--- config.mk ---
export PLATFORM = sky130hd
export DESIGN_NAME = hall_call_dispatcher
export DESIGN_NICKNAME = d
export VERILOG_FILES = /design/src/hdl/hcd_pkg.sv /design/src/hdl/hcd_ram.sv /design/src/hdl/hcd_row_update.sv /design/src/hdl/hcd_out.sv /design/src/hdl/hall_call_dispatcher.sv
export SDC_FILE = /design/constraint.sdc
export NUM_CORES = 1
export LEC_CHECK = 0
export ABC_AREA = 1
export BUFFER_PORTS_ARGS = -buffer_cell sky130_fd_sc_hd__buf_2
export CORE_UTILIZATION = 45
export DETAILED_ROUTE_END_ITERATION = 10
export PLACE_DENSITY_LB_ADDON = 0.15
export SETUP_SLACK_MARGIN = 0.02
export SLEW_MARGIN = 20
export SYNTH_ARGS = -nofsm -noshare
export SYNTH_HDL_FRONTEND = slang
export SYNTH_SLANG_ARGS = --single-unit
--- constraint.sdc ---
create_clock -name clk -period 2.23 [get_ports clk]
set_input_delay 0.3345 -clock clk [delete_from_list [all_inputs] [get_ports clk]]
set_output_delay 0.3345 -clock clk [all_outputs]
set_load 0.1 [all_outputs]
--- src/hdl/hcd_pkg.sv ---
// ----------------------------------------------------------------------------
// hcd_pkg
// shared codes, widths and record types of the hall call dispatcher
// ----------------------------------------------------------------------------
`default_nettype none

package hcd_pkg;

	localparam int FLOORS_DEF    = 16;
	localparam int ELEVATORS_DEF = 8;
	localparam int OWN_W         = 4;   // elevator code incl. "none"
	localparam int RESULT_CAP    = 32;
	localparam int CNT_W         = $clog2(RESULT_CAP + 1);

	// request types
	localparam logic [1:0] REQ_JOB    = 2'd0;
	localparam logic [1:0] REQ_STATUS = 2'd1;
	localparam logic [1:0] REQ_TICK   = 2'd2;
	localparam logic [1:0] REQ_SPARE  = 2'd3;   // ignored

	// button codes
	localparam logic [1:0] BTN_UP    = 2'd0;
	localparam logic [1:0] BTN_DOWN  = 2'd1;
	localparam logic [1:0] BTN_CAB   = 2'd2;
	localparam logic [1:0] BTN_SPARE = 2'd3;    // ignored

	// result kinds
	localparam logic [1:0] KIND_NONE  = 2'd0;
	localparam logic [1:0] KIND_SERVE = 2'd1;
	localparam logic [1:0] KIND_ALERT = 2'd2;

	// configuration register indexes
	localparam logic CFG_LOCAL  = 1'b0;
	localparam logic CFG_MASTER = 1'b1;

	typedef enum logic [1:0] {
		OP_JOB,
		OP_STATUS,
		OP_TICK
	} op_t;

	typedef enum logic [2:0] {
		S_IDLE,
		S_RD,
		S_UP,
		S_DN,
		S_FLUSH
	} state_t;

	// one floor row of the call table
	typedef struct packed {
		logic             up_p;
		logic             dn_p;
		logic [OWN_W-1:0] up_own;
		logic [OWN_W-1:0] dn_own;
	} row_t;

	localparam int ROW_W = $bits(row_t);

	typedef struct packed {
		logic [1:0]       kind;
		logic [3:0]       floor;
		logic [1:0]       button;
		logic [OWN_W-1:0] elev;
	} res_t;

	// commands to the result stage
	typedef struct packed {
		logic push;   // queue a result behind the held one
		logic flush;  // send the held result as the final one
		logic alert;  // send this result at once as the final one
	} out_cmd_t;

endpackage

`default_nettype wire

--- src/hdl/hcd_ram.sv ---
// ----------------------------------------------------------------------------
// hcd_ram
// generic single-write, single-read ram with registered read data
// ----------------------------------------------------------------------------
`default_nettype none

module hcd_ram #(
	parameter int WIDTH = 8,
	parameter int DEPTH = 16
) (
	input  wire logic                     clk,
	input  wire logic                     we,
	input  wire logic [$clog2(DEPTH)-1:0] waddr,
	input  wire logic [WIDTH-1:0]         wdata,
	input  wire logic                     re,
	input  wire logic [$clog2(DEPTH)-1:0] raddr,
	output logic      [WIDTH-1:0]         rdata
);

	logic [WIDTH-1:0] mem [DEPTH];

	always_ff @(posedge clk) begin
		if (we) begin
			mem[waddr] <= wdata;
		end
		if (re) begin
			rdata <= mem[raddr];
		end
	end

endmodule

`default_nettype wire

--- src/hdl/hcd_row_update.sv ---
// ----------------------------------------------------------------------------
// hcd_row_update
// modify step of one floor row: job, owner release or dispatch
// ----------------------------------------------------------------------------
`default_nettype none

module hcd_row_update
	import hcd_pkg::*;
#(
	parameter int ELEVATORS = ELEVATORS_DEF
) (
	input  wire op_t              op,
	input  wire row_t             row_in,
	input  wire logic [1:0]       button,
	input  wire logic             finished,
	input  wire logic [OWN_W-1:0] free_elev,
	input  wire logic [2:0]       status_elev,
	input  wire logic [2:0]       local_elev,
	input  wire logic             emit_en,
	output row_t                  row_out,
	output logic                  up_hit,
	output logic                  dn_hit
);

	localparam logic [OWN_W-1:0] NONE = OWN_W'(ELEVATORS);

	always_comb begin
		row_out = row_in;
		unique case (op)
			OP_JOB: begin
				if (button == BTN_UP) begin
					row_out.up_p = !finished;
					if (finished) begin
						row_out.up_own = NONE;
					end
				end else if (button == BTN_DOWN) begin
					row_out.dn_p = !finished;
					if (finished) begin
						row_out.dn_own = NONE;
					end
				end
			end
			OP_STATUS: begin
				if (row_in.up_own == {1'b0, status_elev}) begin
					row_out.up_own = NONE;
				end
				if (row_in.dn_own == {1'b0, status_elev}) begin
					row_out.dn_own = NONE;
				end
			end
			OP_TICK: begin
				if (row_in.up_p && row_in.up_own == NONE) begin
					row_out.up_own = free_elev;
				end
				if (row_in.dn_p && row_in.dn_own == NONE) begin
					row_out.dn_own = free_elev;
				end
			end
			default: begin
				row_out = row_in;
			end
		endcase
	end

	// local jobs after dispatch
	assign up_hit = (op == OP_TICK) && emit_en && row_out.up_p
		&& (row_out.up_own == {1'b0, local_elev});
	assign dn_hit = (op == OP_TICK) && emit_en && row_out.dn_p
		&& (row_out.dn_own == {1'b0, local_elev});

endmodule

`default_nettype wire

--- src/hdl/hcd_out.sv ---
// ----------------------------------------------------------------------------
// hcd_out
// result stage: holds one result back so the final one can be marked
// ----------------------------------------------------------------------------
`default_nettype none

module hcd_out
	import hcd_pkg::*;
(
	input  wire logic             clk,
	input  wire logic             arst_n,
	input  wire out_cmd_t         cmd,
	input  wire res_t             res,
	output logic                  strobe,
	output logic [1:0]            result_kind,
	output logic [3:0]            result_floor,
	output logic [1:0]            result_button,
	output logic [OWN_W-1:0]      result_elevator,
	output logic                  last
);

	logic strobe_q;
	logic last_q;
	logic held_v_q;
	res_t held_q;
	res_t out_q;

	always_ff @(posedge clk or negedge arst_n) begin
		if (!arst_n) begin
			strobe_q <= 1'b0;
			held_v_q <= 1'b0;
		end else begin
			strobe_q <= cmd.alert || ((cmd.push || cmd.flush) && held_v_q);
			if (cmd.push) begin
				held_v_q <= 1'b1;
			end else if (cmd.flush) begin
				held_v_q <= 1'b0;
			end
		end
	end

	always_ff @(posedge clk) begin
		if (cmd.alert) begin
			out_q  <= res;
			last_q <= 1'b1;
		end else if (cmd.push || cmd.flush) begin
			out_q  <= held_q;
			last_q <= cmd.flush;
		end
		if (cmd.push) begin
			held_q <= res;
		end
	end

	assign strobe          = strobe_q;
	assign last            = last_q;
	assign result_kind     = out_q.kind;
	assign result_floor    = out_q.floor;
	assign result_button   = out_q.button;
	assign result_elevator = out_q.elev;

endmodule

`default_nettype wire

--- src/hdl/hall_call_dispatcher.sv ---
// ----------------------------------------------------------------------------
// hall_call_dispatcher
// hall call table with elevator assignment and local job listing
// ----------------------------------------------------------------------------
// A request is taken when start is high and busy is low; busy stays high
// until the request is fully worked off, so one request is in work at a time.
// The call table lives in a single ram, one row per floor (up/down pending
// and owners), and every change is a read of a row followed in the next
// cycle by its write-back. A job report reads and writes back its row, then
// returns to idle; an alert it raises is registered in the result stage. A
// status update that keeps the elevator available finishes in the accept
// cycle; one that makes it unavailable walks all rows, reading and writing
// back each in turn. A dispatch tick walks all rows, reading each, writing it
// back and then checking its down call, and closes with a flush state, so the
// read-modify-write of one row per floor sets the pace. Results come on the
// result ports for one cycle each, marked by strobe; the receiver cannot
// stall them, and they are spaced as the walk finds them. One result is held
// back until the next is found, so that last can be set on the final one.
// Elevator flags sit in flip-flops and the lowest free elevator is picked
// once per tick. Table rows that were never written read as empty through
// per-row valid bits, so no clearing pass is needed after reset.
// ----------------------------------------------------------------------------
`default_nettype none

module hall_call_dispatcher
	import hcd_pkg::*;
#(
	parameter int FLOORS    = FLOORS_DEF,
	parameter int ELEVATORS = ELEVATORS_DEF
) (
	input  wire logic             clk,
	input  wire logic             arst_n,
	// request channel
	input  wire logic             start,
	output logic                  busy,
	input  wire logic [1:0]       req_type,
	input  wire logic [3:0]       call_floor,
	input  wire logic [1:0]       call_button,
	input  wire logic             call_finished,
	input  wire logic             from_network,
	input  wire logic [2:0]       job_owner,
	input  wire logic [2:0]       status_elevator,
	input  wire logic             status_available,
	input  wire logic             status_idle,
	// configuration channel
	input  wire logic             cfg_valid,
	output logic                  cfg_ready,
	input  wire logic             cfg_index,
	input  wire logic [2:0]       cfg_data,
	// results
	output logic                  strobe,
	output logic [1:0]            result_kind,
	output logic [3:0]            result_floor,
	output logic [1:0]            result_button,
	output logic [OWN_W-1:0]      result_elevator,
	output logic                  last
);

	localparam int               ADDR_W = $clog2(FLOORS);
	localparam logic [OWN_W-1:0] NONE   = OWN_W'(ELEVATORS);
	localparam logic [ADDR_W-1:0] LAST_ROW = ADDR_W'(FLOORS - 1);
	localparam row_t             EMPTY_ROW = '{up_p: 1'b0, dn_p: 1'b0,
		up_own: NONE, dn_own: NONE};

	// configuration
	logic [2:0] local_q;
	logic       master_q;

	// elevator flags
	logic [ELEVATORS-1:0] avail_q;
	logic [ELEVATORS-1:0] idle_q;
	logic [OWN_W-1:0]     first_free;

	// sequencer
	state_t state_q, state_d;
	op_t    op_q;
	logic [ADDR_W-1:0] addr_q;
	logic [CNT_W-1:0]  cnt_q;
	logic              dn_hit_q;
	logic [FLOORS-1:0] row_valid_q;
	logic              rd_valid_s1;

	// latched request fields
	logic [1:0]       btn_q;
	logic             fin_q;
	logic             net_q;
	logic [3:0]       floor_q;
	logic [2:0]       owner_q;
	logic [2:0]       selev_q;
	logic [OWN_W-1:0] free_q;

	// accept decode
	logic       accept;
	logic [5:0] floor_ext;
	logic       job_ok;
	logic       status_ok;
	logic       emit_en;

	// ram and row path
	logic       ram_we;
	logic       ram_re;
	logic [ROW_W-1:0] ram_rdata;
	row_t       row_rd;
	row_t       row_wr;
	logic       up_hit;
	logic       dn_hit;
	logic       cnt_ok;
	logic       last_row;
	logic [4:0] addr_ext;

	out_cmd_t   cmd;
	res_t       res;

	assign cfg_ready = 1'b1;
	assign busy      = (state_q != S_IDLE);
	assign accept    = start && !busy;
	assign floor_ext = {2'b00, call_floor};
	assign job_ok    = (call_button != BTN_SPARE) && (floor_ext < 6'(FLOORS));
	assign status_ok = ({1'b0, status_elevator} < OWN_W'(ELEVATORS));
	assign emit_en   = master_q && ({1'b0, local_q} < OWN_W'(ELEVATORS));
	assign cnt_ok    = (cnt_q < CNT_W'(RESULT_CAP));
	assign last_row  = (addr_q == LAST_ROW);
	assign addr_ext  = 5'(addr_q);

	// lowest-numbered elevator that is available and idle
	always_comb begin
		first_free = NONE;
		for (int e = ELEVATORS - 1; e >= 0; e--) begin
			if (avail_q[e] && idle_q[e]) begin
				first_free = OWN_W'(e);
			end
		end
	end

	// configuration writes
	always_ff @(posedge clk or negedge arst_n) begin
		if (!arst_n) begin
			local_q  <= 3'd0;
			master_q <= 1'b1;
		end else if (cfg_valid && cfg_ready) begin
			unique case (cfg_index)
				CFG_LOCAL:  local_q  <= cfg_data;
				CFG_MASTER: master_q <= cfg_data[0];
				default:    local_q  <= local_q;
			endcase
		end
	end

	// elevator flags are written in the accept cycle of a status update
	always_ff @(posedge clk or negedge arst_n) begin
		if (!arst_n) begin
			avail_q <= '0;
			idle_q  <= '0;
		end else if (accept && req_type == REQ_STATUS && status_ok) begin
			for (int e = 0; e < ELEVATORS; e++) begin
				if ({1'b0, status_elevator} == OWN_W'(e)) begin
					avail_q[e] <= status_available;
					idle_q[e]  <= status_idle;
				end
			end
		end
	end

	// next state
	always_comb begin
		state_d = state_q;
		unique case (state_q)
			S_IDLE: begin
				if (accept) begin
					unique case (req_type)
						REQ_JOB:    state_d = job_ok ? S_RD : S_IDLE;
						REQ_STATUS: state_d = (status_ok && !status_available) ? S_RD : S_IDLE;
						REQ_TICK:   state_d = S_RD;
						default:    state_d = S_IDLE;
					endcase
				end
			end
			S_RD: state_d = S_UP;
			S_UP: begin
				unique case (op_q)
					OP_JOB:    state_d = S_IDLE;
					OP_STATUS: state_d = last_row ? S_IDLE : S_RD;
					OP_TICK:   state_d = S_DN;
					default:   state_d = S_IDLE;
				endcase
			end
			S_DN:    state_d = last_row ? S_FLUSH : S_RD;
			S_FLUSH: state_d = S_IDLE;
			default: state_d = S_IDLE;
		endcase
	end

	// outputs of the sequencer
	always_comb begin
		ram_re    = (state_q == S_RD);
		ram_we    = (state_q == S_UP);
		cmd       = '0;
		res.kind   = KIND_SERVE;
		res.floor  = addr_ext[3:0];
		res.button = BTN_UP;
		res.elev   = {1'b0, local_q};
		unique case (state_q)
			S_UP: begin
				if (op_q == OP_JOB) begin
					cmd.alert  = net_q && fin_q;
					res.kind   = KIND_ALERT;
					res.floor  = floor_q;
					res.button = btn_q;
					res.elev   = (btn_q == BTN_CAB) ? {1'b0, owner_q} : NONE;
				end else begin
					cmd.push = (op_q == OP_TICK) && up_hit && cnt_ok;
				end
			end
			S_DN: begin
				cmd.push   = dn_hit_q && cnt_ok;
				res.button = BTN_DOWN;
			end
			S_FLUSH: cmd.flush = 1'b1;
			default: cmd = '0;
		endcase
	end

	always_ff @(posedge clk or negedge arst_n) begin
		if (!arst_n) begin
			state_q     <= S_IDLE;
			row_valid_q <= '0;
		end else begin
			state_q <= state_d;
			if (ram_we) begin
				row_valid_q[addr_q] <= 1'b1;
			end
		end
	end

	// request latch, walk address and result count
	always_ff @(posedge clk) begin
		if (accept) begin
			btn_q   <= call_button;
			fin_q   <= call_finished;
			net_q   <= from_network;
			floor_q <= call_floor;
			owner_q <= job_owner;
			selev_q <= status_elevator;
			free_q  <= first_free;
			cnt_q   <= '0;
			if (req_type == REQ_JOB) begin
				op_q   <= OP_JOB;
				addr_q <= floor_ext[ADDR_W-1:0];
			end else if (req_type == REQ_STATUS) begin
				op_q   <= OP_STATUS;
				addr_q <= '0;
			end else begin
				op_q   <= OP_TICK;
				addr_q <= '0;
			end
		end else begin
			if (cmd.push) begin
				cnt_q <= cnt_q + CNT_W'(1);
			end
			if ((state_q == S_UP && op_q == OP_STATUS && !last_row)
				|| (state_q == S_DN && !last_row)) begin
				addr_q <= addr_q + ADDR_W'(1);
			end
		end
		if (state_q == S_RD) begin
			rd_valid_s1 <= row_valid_q[addr_q];
		end
		if (state_q == S_UP) begin
			dn_hit_q <= dn_hit;
		end
	end

	// rows never written read as empty
	assign row_rd = rd_valid_s1 ? row_t'(ram_rdata) : EMPTY_ROW;

	hcd_ram #(
		.WIDTH (ROW_W),
		.DEPTH (FLOORS)
	) u_table (
		.clk   (clk),
		.we    (ram_we),
		.waddr (addr_q),
		.wdata (ROW_W'(row_wr)),
		.re    (ram_re),
		.raddr (addr_q),
		.rdata (ram_rdata)
	);

	hcd_row_update #(
		.ELEVATORS (ELEVATORS)
	) u_update (
		.op          (op_q),
		.row_in      (row_rd),
		.button      (btn_q),
		.finished    (fin_q),
		.free_elev   (free_q),
		.status_elev (selev_q),
		.local_elev  (local_q),
		.emit_en     (emit_en),
		.row_out     (row_wr),
		.up_hit      (up_hit),
		.dn_hit      (dn_hit)
	);

	hcd_out u_out (
		.clk             (clk),
		.arst_n          (arst_n),
		.cmd             (cmd),
		.res             (res),
		.strobe          (strobe),
		.result_kind     (result_kind),
		.result_floor    (result_floor),
		.result_button   (result_button),
		.result_elevator (result_elevator),
		.last            (last)
	);

endmodule

`default_nettype wire

# Yosys cells after proc, flatten, opt, wreduce, memory -nomap -nowiden
# Memories as Yosys holds them, arrays and structs flattened. A register that Yosys moved wholly into a read port is not among the register bits.
# Cells that the tools add are included.
[totals]
mem_bits_rw = 160
mem_count = 1
inputBits = 26
register_bits = 98
[memory_table]
columns = ["memory", "words", "width", "rd", "rd_ports_with_merged_regs", "write_ports", "line_no", "text"]
rows = [
  ["u_table.mem", 16, 10, 1, 1, 1, "hcd_ram.sv:20", "logic [WIDTH-1:0] mem [DEPTH];"],
]
[op_classes]
n_bitwise = 2
n_reduce_logical = 55
mux = 54
n_lt_le_gt_ge = 4
n_eq_ne = 26
n_addsub = 2
[ops]
columns = ["operator", "n"]
rows = [
  ["4-bit two-way mux", 15],
  ["12-bit two-way mux", 3],
  ["1-bit logical AND", 27],
  ["8-bit case mux with 3 select lines", 1],
  ["2-bit AND reduction", 10],
  ["1-bit two-way mux", 17],
  ["4-bit by 3-bit equality test with 1-bit output", 4],
  ["16-bit bitwise OR", 1],
  ["3-bit equality test (second input constant)", 5],
  ["3-bit two-way mux", 5],
  ["3-bit by 2-bit equality test with 1-bit output (second input constant)", 4],
  ["4-bit equality test (second input constant)", 3],
  ["3-bit case mux with 4 select lines", 1],
  ["4-bit by 5-bit < comparator with 1-bit output (second input constant)", 2],
  ["10-bit two-way mux", 1],
  ["2-bit two-way mux", 4],
  ["2-bit case mux with 2 select lines", 2],
  ["7-bit OR reduction", 1],
  ["6-bit by 1-bit adder with 6-bit output (second input constant)", 1],
  ["2-bit by 1-bit equality test with 1-bit output (second input constant)", 3],
  ["2-bit equality test (second input constant)", 3],
  ["3-bit by 1-bit equality test with 1-bit output (second input constant)", 2],
  ["2-bit logical NOT", 3],
  ["3-bit logical NOT", 2],
  ["other kinds (16)", 23],
]

# Depth between registers and ports, before layout
# Gate-level depths: netlist of run 1.
[depth]
ltp_word = 14
mapped_depth = 18
mapped_depth_nobuf = 17

# By module
# Synthesis of run 1 repeated with hierarchy kept, for this count alone.
[hier_totals]
cells_unflattened = 1294
area_unflattened_um2 = 12389.4
[modules_own_cells]
columns = ["module", "area_per_inst_um2", "cells_per_inst", "seq_area_each_um2", "n_inst"]
rows = [
  ["hcd_ram", 7279.5, 682, 5104.9, 1],
  ["hall_call_dispatcher", 3540.9, 409, 1878.1, 1],
  ["hcd_out", 984.7, 75, 790.8, 1],
  ["hcd_row_update", 584.3, 128, 0.0, 1],
]

# Least setup slack after synthesis of run 1
# Ideal clock, no wire load.
[synth_path]
path_type = "register to register"
start = "register addr_q[0]"
end = "memory u_table.mem[14][0] (netlist name), enable pin"
required_time_ps = 1854
n_path_buf = 3
synth_period_minus_slack_ps = 2376
slack_ps = -146
stages_incl_launch_ff = 8
arrival_time_ps = 1999
cell_sequence = "edfxtp_1 clkbuf_1 inv_2 buf_2 buf_1 ha_1 nand2_1 nor2_1"
[synth_lines]
columns = ["element", "line_no", "text"]
rows = [
  ["start: declaration", "hall_call_dispatcher.sv:77", "logic [ADDR_W-1:0] addr_q;"],
  ["start signal: assignment", "hall_call_dispatcher.sv:248", "addr_q <= floor_ext[ADDR_W-1:0];"],
  ["start signal: assignment", "hall_call_dispatcher.sv:262", "addr_q <= addr_q + ADDR_W'(1);"],
  ["end: declaration", "hcd_ram.sv:20", ""],
]
# Straight into the memory's write port.

==> results.yml, run 1 <==
outcome:
  outcome: "finished clean"
sta:
  setup_viol: 0
  hold_viol_final: 0
  fmax_mhz: 456
  rsz0062_at_grt: "yes"
  slew_violations: 0
  finClkSkew_ns: 0.0205
  fin_crit_sh_pct: 98.3
  relSlewSlack_pct: 50.8
  worstMarginPinSlew_ns: 0.736
  min_period_ns: 2.19
drt:
  routed-wl-met3_um: 1570
  dr_wl_met2_um: 12300
  drc_errors: 0
  wl_um: 27100
  drt-wirelength-per-cell_um: 18.5
  highest_layer: "met4"
  drt_iter0_markers: 684
  routedLengthMet1_um: 12700
  dr.pass1.iters: 5
  route.vias.total: 7699
  detail_route.vias_per_cell: 5.26
  ant_nets: 0
die:
  initial_core_util_pct: 46.0
  die-area_mm2: 0.0257
  die_y_um: 160
  ios: 42
  die_x_um: 160
  core_mm2: 0.0245
  rows: 57
global_route:
  overflow: 0
  grt_usage_pct: 21.3
  first_global_vias: 7212
  grt_pass1_wl_um: 41800
  antenna_found_initial: 1
  grt_max_degree: 54
pwr:
  power.total_mw: 18.3
  cellPowerDensity_mw_per_mm2: 1330
  vdd_drop_max_mv: 0.712
  p_leak_nw: 5.23
hold_path:
  min-delay-start: "start"
  hp-class: "in -> reg"
synth:
  postSynthCellCount: 1005
  yosys-top-cells-area: "edfxtp_1 59%, dfrtp_1 8.9%, o21ai_0 6.0%"
  synth_compound_area_share_pct: 10.1
  synthMuxAreaShare_pct: 0
  synth_xor_area_share_pct: 0.467
  synth_seq_cells: 268
  yosys.cell_types.count: 46
  synth_top_area_cell: "edfxtp_1"
  synth-simple-area-share_pct: 15.4
  synth_top_family_by_area: "simple AND/OR/NAND/NOR gates"
  synth_seq_area_share_pct: 69.0
  synthAdderAreaFrac_pct: 1.00
  synth_top_area_share_pct: 58.6
  synth.avg_cell_area_um2: 11.2
  synth.cell_area_mm2: 0.0113
  async_reset_ff_share_pct: 15.3
  synth-edff-count: 220
  synth_nets: 1040
  yosys_warnings: 0
  synth-main-ff-cell: "edfxtp_1"
critical_path:
  crit_arrival_ns: 2.46
  cp_max_fo: 8
  cp-startpoint: "op_q[1]"
  critical_path_required_ns: 2.49
  worstSetupPathType: "reg -> reg"
  r2r_setup_slack_ns: 0.04
  worst_setup_path_start_kind: "register"
  rr_startpoint: "op_q[1]"
  crit_path_end_kind: "register"
clocking:
  path_clk_slew_ns: 0.06
  clk_path_buf_depth: 3
  cts-root-buf: "clkbuf_16"
  cts-htree-levels: 1
  cts_tree: "done"
  cts_made_buffers: 28
  clock_sinks: 268
  clock_latency_ns: 0.55
finish:
  syn2layout_area_growth_pct: 21.6
  finalNonFillerCells: 1463
  antenna_cells: 0
  drive_gt1_share_pct: 19.1
  fillerInstances: 2036
  multi_input_area_mm2: 0.00315
  utilization_pct: 56.0
  regArea_mm2: 0.00777
  nets: 1152
placement:
  dp_cells: 1389
  gp_congestion: 0.886
  hpwl_um: 17600
  io_buffers: 40
run:
  drv_cap: 0
==> logic make-up after synthesis <==
family,after synthesis
XOR/XNOR,6
adder cells (fa/ha/maj),9
AND/OR/NAND/NOR,397
AO/OA/AOI/OAI,211
buffers and inverters,113
flip-flops,268
other,1
==> layout make-up <==
class | instances | area share [%]
sequential | 268 | 56.7
clock inverter | 19 | 2.32
multi-input combinational | 625 | 23.0
tap | 324 | 2.96
inverter | 74 | 2.11
timing repair buffer | 120 | 7.29
clock buffer | 33 | 5.55
==> where the power goes <==
part	total, mW	leakage (nW)	internal [mW]	switching [mW]
sequential	7.06	2.59	6.72	0.344
combinational	5.83	2.11	1.75	4.08
clock	5.36	0.527	3.46	1.91
==> flip-flops by register name, summed over array words and instances (netlist names), 6 cells and up <==
register / count
avail_q: 8
cnt_q: 6
idle_q: 8
row_valid_q: 16
u_out.held_q: 12
u_table.mem: 160
u_table.rdata: 10
==> layout by cell type (no fill, tap or decap), drive strengths merged, types with 35 or more instances in the layout <==
master	Yosys	final
edfxtp	220	220
nand3	35	35
nand2	187	188
buf	9	102
o22ai	42	42
inv	72	72
dfrtp	40	40
clkbuf	30	35
nor2	140	140
o21ai	140	140
==> worst paths after layout <==
path / cells past startpoint / end
worst min-delay path: 3 / state_q[0]
max in group asynchronous: 3 / row_valid_q[8]
worst min register to register: 2 / u_out.last
worst max register to register: 13 / u_out.held_q[5]
min in group asynchronous: 2 / local_q[2]
worst max-delay path: 13 / u_out.held_q[5]
==> metrics by stage <==
stage | setup TNS [ns] | setup slack, ns | area, um^2 | hold WS [ns]
after floorplan | -9.89 | -0.146 | 11300 | 0.0389
after global placement | 0 | 0.0619 | 12300 | 0.333
after detailed placement | 0 | 0.0210 | 12300 | 0.340
after CTS | 0 | 0.0410 | 13600 | 0.0174
after global routing | -1.46 | -0.0561 | 13700 | 0.0187
final | 0 | 0.0373 | 13700 | 0.0312
==> critical path, cell delays in order (launching register included) <==
cell	delay, ns
edfxtp_1	0.40
inv_2	0.08
ha_4	0.17
buf_4	0.15
nor3_4	0.20
nand2_1	0.08
nand2_1	0.09
nand2_2	0.07
nor2_2	0.11
nand2_2	0.07
nor2_4	0.12
nand2_4	0.09
nand2_8	0.10
clkbuf_16	0.17
==> routing by layer <==
| layer | global-route usage (%) | vias up |
|---|---|---|
| li1 | - | 3732 |
| met1 | 31.4 | 3680 |
| met2 | 32.5 | 241 |
| met3 | 3.27 | 46 |
| met4 | 6.80 | 0 |
| met5 | 0 | - |
==> synthesized netlist by cell type, types with 2 or more instances <==
cell and number:
edfxtp_1 220, nand2_1 173, o21ai_0 135, nor2_1 131, inv_1 69, o22ai_1 42, dfrtp_1 40, nand3_1 33
clkbuf_1 30, a21oi_1 20, nand4_1 13, nand2_2 11, ha_1 9, or2_2 9, nor2_2 8, dfxtp_1 7
nor3_1 7, buf_2 5, xor2_1 5, a21oi_2 4, o21ai_1 4, a31oi_1 2, buf_1 2, inv_2 2
nand2_4 2, nand3b_1 2
==> what timing repair did <==
| item | in CTS | in global routing |
|---|---|---|
| hold buffers | 16 | 0 |
| cloned | 0 | 2 |
| pin swaps | 0 | 6 |
| endpoints found under the hold margin | 28 | 0 |
| gates resized for setup | 2 | 21 |
| buffers inserted | 1 | 3 |
| endpoints found under the setup margin | 24 | 149 |
Note: power is estimated with default switching activity, not from simulation.
==> run 2, diff against run 1 <==
==> constraint.sdc (replaced) <==
create_clock -name clk -period 2.23 [get_ports clk]
set_input_delay 0.3345 -clock clk [delete_from_list [all_inputs] [get_ports clk]]
set_output_delay 0.3345 -clock clk [all_outputs]
set_load 0.05 [all_outputs]
==> run 2 against run 1 <==
  * Setup slack better by 0.0013 ns
  * Maximum frequency about the same
  * Combinational power down 2%
  * Critical path type unchanged
  * Register-to-register slack about the same
  * Largest power group unchanged
  * Count of clock-buffer cells in the layout down 1
  * Sequential cell count unchanged
  * Clock power down 16%
  * Routed wire length down 0.49%
  * Die area unchanged
  * Power down 5.4%
==> results.yml, run 2 (synthesis gave the netlist of run 1 again) <==
pwr:
  internal_power_mw: 11.1
  cellPowerDensity_mw_per_mm2: 1270
  combPwrFrac_pct: 33.0
  pwr-share-clk_pct: 26.0
  seq_power_share_pct: 41.0
  swShare_pct: 35.8
  vdd_drop_max_mv: 0.762
  switching_power_mw: 6.19
  p_leak_nw: 5.17
drt:
  route.vias.total: 7699
  drt-wirelength-per-cell_um: 18.4
  routedLengthMet1_um: 12300
  detail_route.vias_per_cell: 5.26
  drt_iter0_markers: 546
  routed-wl-met3_um: 1410
  dr_wl_met2_um: 12500
  dr.pass1.iters: 5
  wl_um: 27000
  drc_errors: 0
  ant_nets: 0
  highest_layer: "met4"
placement:
  gp_congestion: 0.862
  dp_cells: 1385
  dpl_worst_slack_ns: -0.0217
  hpwl_um: 17400
  io_buffers: 40
sta:
  worstMarginPinSlew_ns: 0.893
  fmax_mhz: 456
  fin_crit_sh_pct: 98.3
  rsz0062_at_grt: "yes"
  relSlewSlack_pct: 40.5
  min_period_ns: 2.19
  setup_viol: 0
  fin_ws_ns: 0.0385
  slew_violations: 0
  hold_viol_final: 0
  finClkSkew_ns: 0.0159
hold_path:
  min-delay-start: "cfg_index"
  whs_endpoint: "emit_en"
  hp-class: "in -> reg"
  holdPathStages: 2
global_route:
  overflow: 0
  grt_usage_pct: 21.2
  antenna_found_initial: 0
  grt_max_degree: 68
  first_global_vias: 7274
  grt_pass1_wl_um: 41500
die:
  die-area_mm2: 0.0257
  ios: 42
  initial_core_util_pct: 46.0
  rows: 57
  die_x_um: 160
  core_mm2: 0.0245
  die_y_um: 160
critical_path:
  worst_setup_path_start_kind: "register"
  cp_max_fo: 11
  r2r_setup_slack_ns: 0.04
  r2r-end: "u_table.mem[11][5]"
  crit_arrival_ns: 2.45
  r2r_cells: 5
  critical_path_required_ns: 2.49
  rr_startpoint: "addr_q[3]"
  crit_path_end_kind: "register"
  worstSetupPathType: "reg -> reg"
finish:
  antenna_cells: 0
  utilization_pct: 55.6
  drive_gt1_share_pct: 20.0
  syn2layout_area_growth_pct: 20.8
  final_common_cell: "edfxtp_1"
  largestRegisters: "u_table.mem: 160 flops, row_valid_q: 16 flops, u_out.held_q: 12 flops"
  finalNonFillerCells: 1465
  nets: 1154
  final_cell_mix: "220 x edfxtp_1, 170 x nand2_1, 134 x o21ai_0, 125 x nor2_1, 63 x inv_1"
  top_register: "u_table.mem"
  largest_reg_flops: 160
clocking:
  path_clk_slew_ns: 0.06
  cts_made_buffers: 29
  clock_latency_ns: 0.55
  cts-root-buf: "clkbuf_16"
  clock_sinks: 268
  cts_tree: "done"
  cts-htree-levels: 1
  clk_path_buf_depth: 3
outcome:
  outcome: "finished clean"
run:
  drv_cap: 0
run 2: cell types whose count changed in the layout (fill, tap and decap cells not counted), moves of 3 or more:
cell,before,now
buf_12,11,16
bufinv_16,9,1
clkinv_2,6,11
nor2_1,122,125
nor2_2,17,14
o21ai_1,5,2
o21ai_2,1,4
run 2: worst max path at each step:
stage / start / endpoint / slack (ns)
floorplan: addr_q[0] / u_table.mem[14][0] / -0.15
finish: addr_q[3] / u_table.mem[11][5] / 0.04
global placement: op_q[0] / u_table.mem[1][6] / 0.05
CTS: op_q[0] / u_out.result_kind[1] / 0.03
global route: addr_q[3] / u_table.mem[11][8] / -0.06
detailed placement: op_q[0] / u_table.mem[1][6] / -0.02
run 2: cell type report:
cell class              instances  area (um^2)
fillers                      2061        10900
flip-flops and latches        268         7770
multi-input cells             625         3180
repair buffers                121         1060
clock buffers                  32          757
well taps                     324          405
inverters                      74          293
clock inverters                21          138
run 2: worst max-delay path, cell delays in order, from the launching register on:
cell      delay (ns)
edfxtp_1        0.43
inv_1           0.09
nor2_1          0.65
inv_1           0.30
nor2_1          0.27
buf_12          0.17
run 2: repair_timing:
item / 4_1_cts / 5_1_grt
hold endpoints to repair: 43 / 0
hold buffers: 14 / 0
setup buffers: 5 / 6
endpoints found under the setup margin: 40 / 99
gates resized for setup: 4 / 24
pin swaps: 0 / 6
cloned: 0 / 2
run 2: power groups by stage:
stage / logic [mW] / clock network [mW] / registers, mW
final: 5.70 / 4.50 / 7.07
after global routing: 6.24 / 4.78 / 7.15
after CTS: 5.60 / 4.58 / 7.06
after detailed placement: 5.45 / 0 / 7.18
after global placement: 5.40 / 0 / 7.17
after floorplan: 3.25 / 0 / 7.16
run 2: routing by layer:
layer / vias up / global-route usage, %
li1: 3739 / -
met1: 3703 / 30.7
met2: 214 / 33.2
met3: 43 / 2.78
met4: 0 / 6.58
met5: - / 0
run 2: per-stage QoR:
stage	setup TNS (ns)	hold WS (ns)	total power [mW]	instance area, um^2
after floorplan	-9.89	0.0389	10.4	11300
after global placement	0	0.438	12.6	12300
after detailed placement	-0.321	0.429	12.6	12300
after CTS	0	0.00143	17.2	13400
after global routing	-2.37	0.00494	18.2	13600
final	0	0.0145	17.3	13600
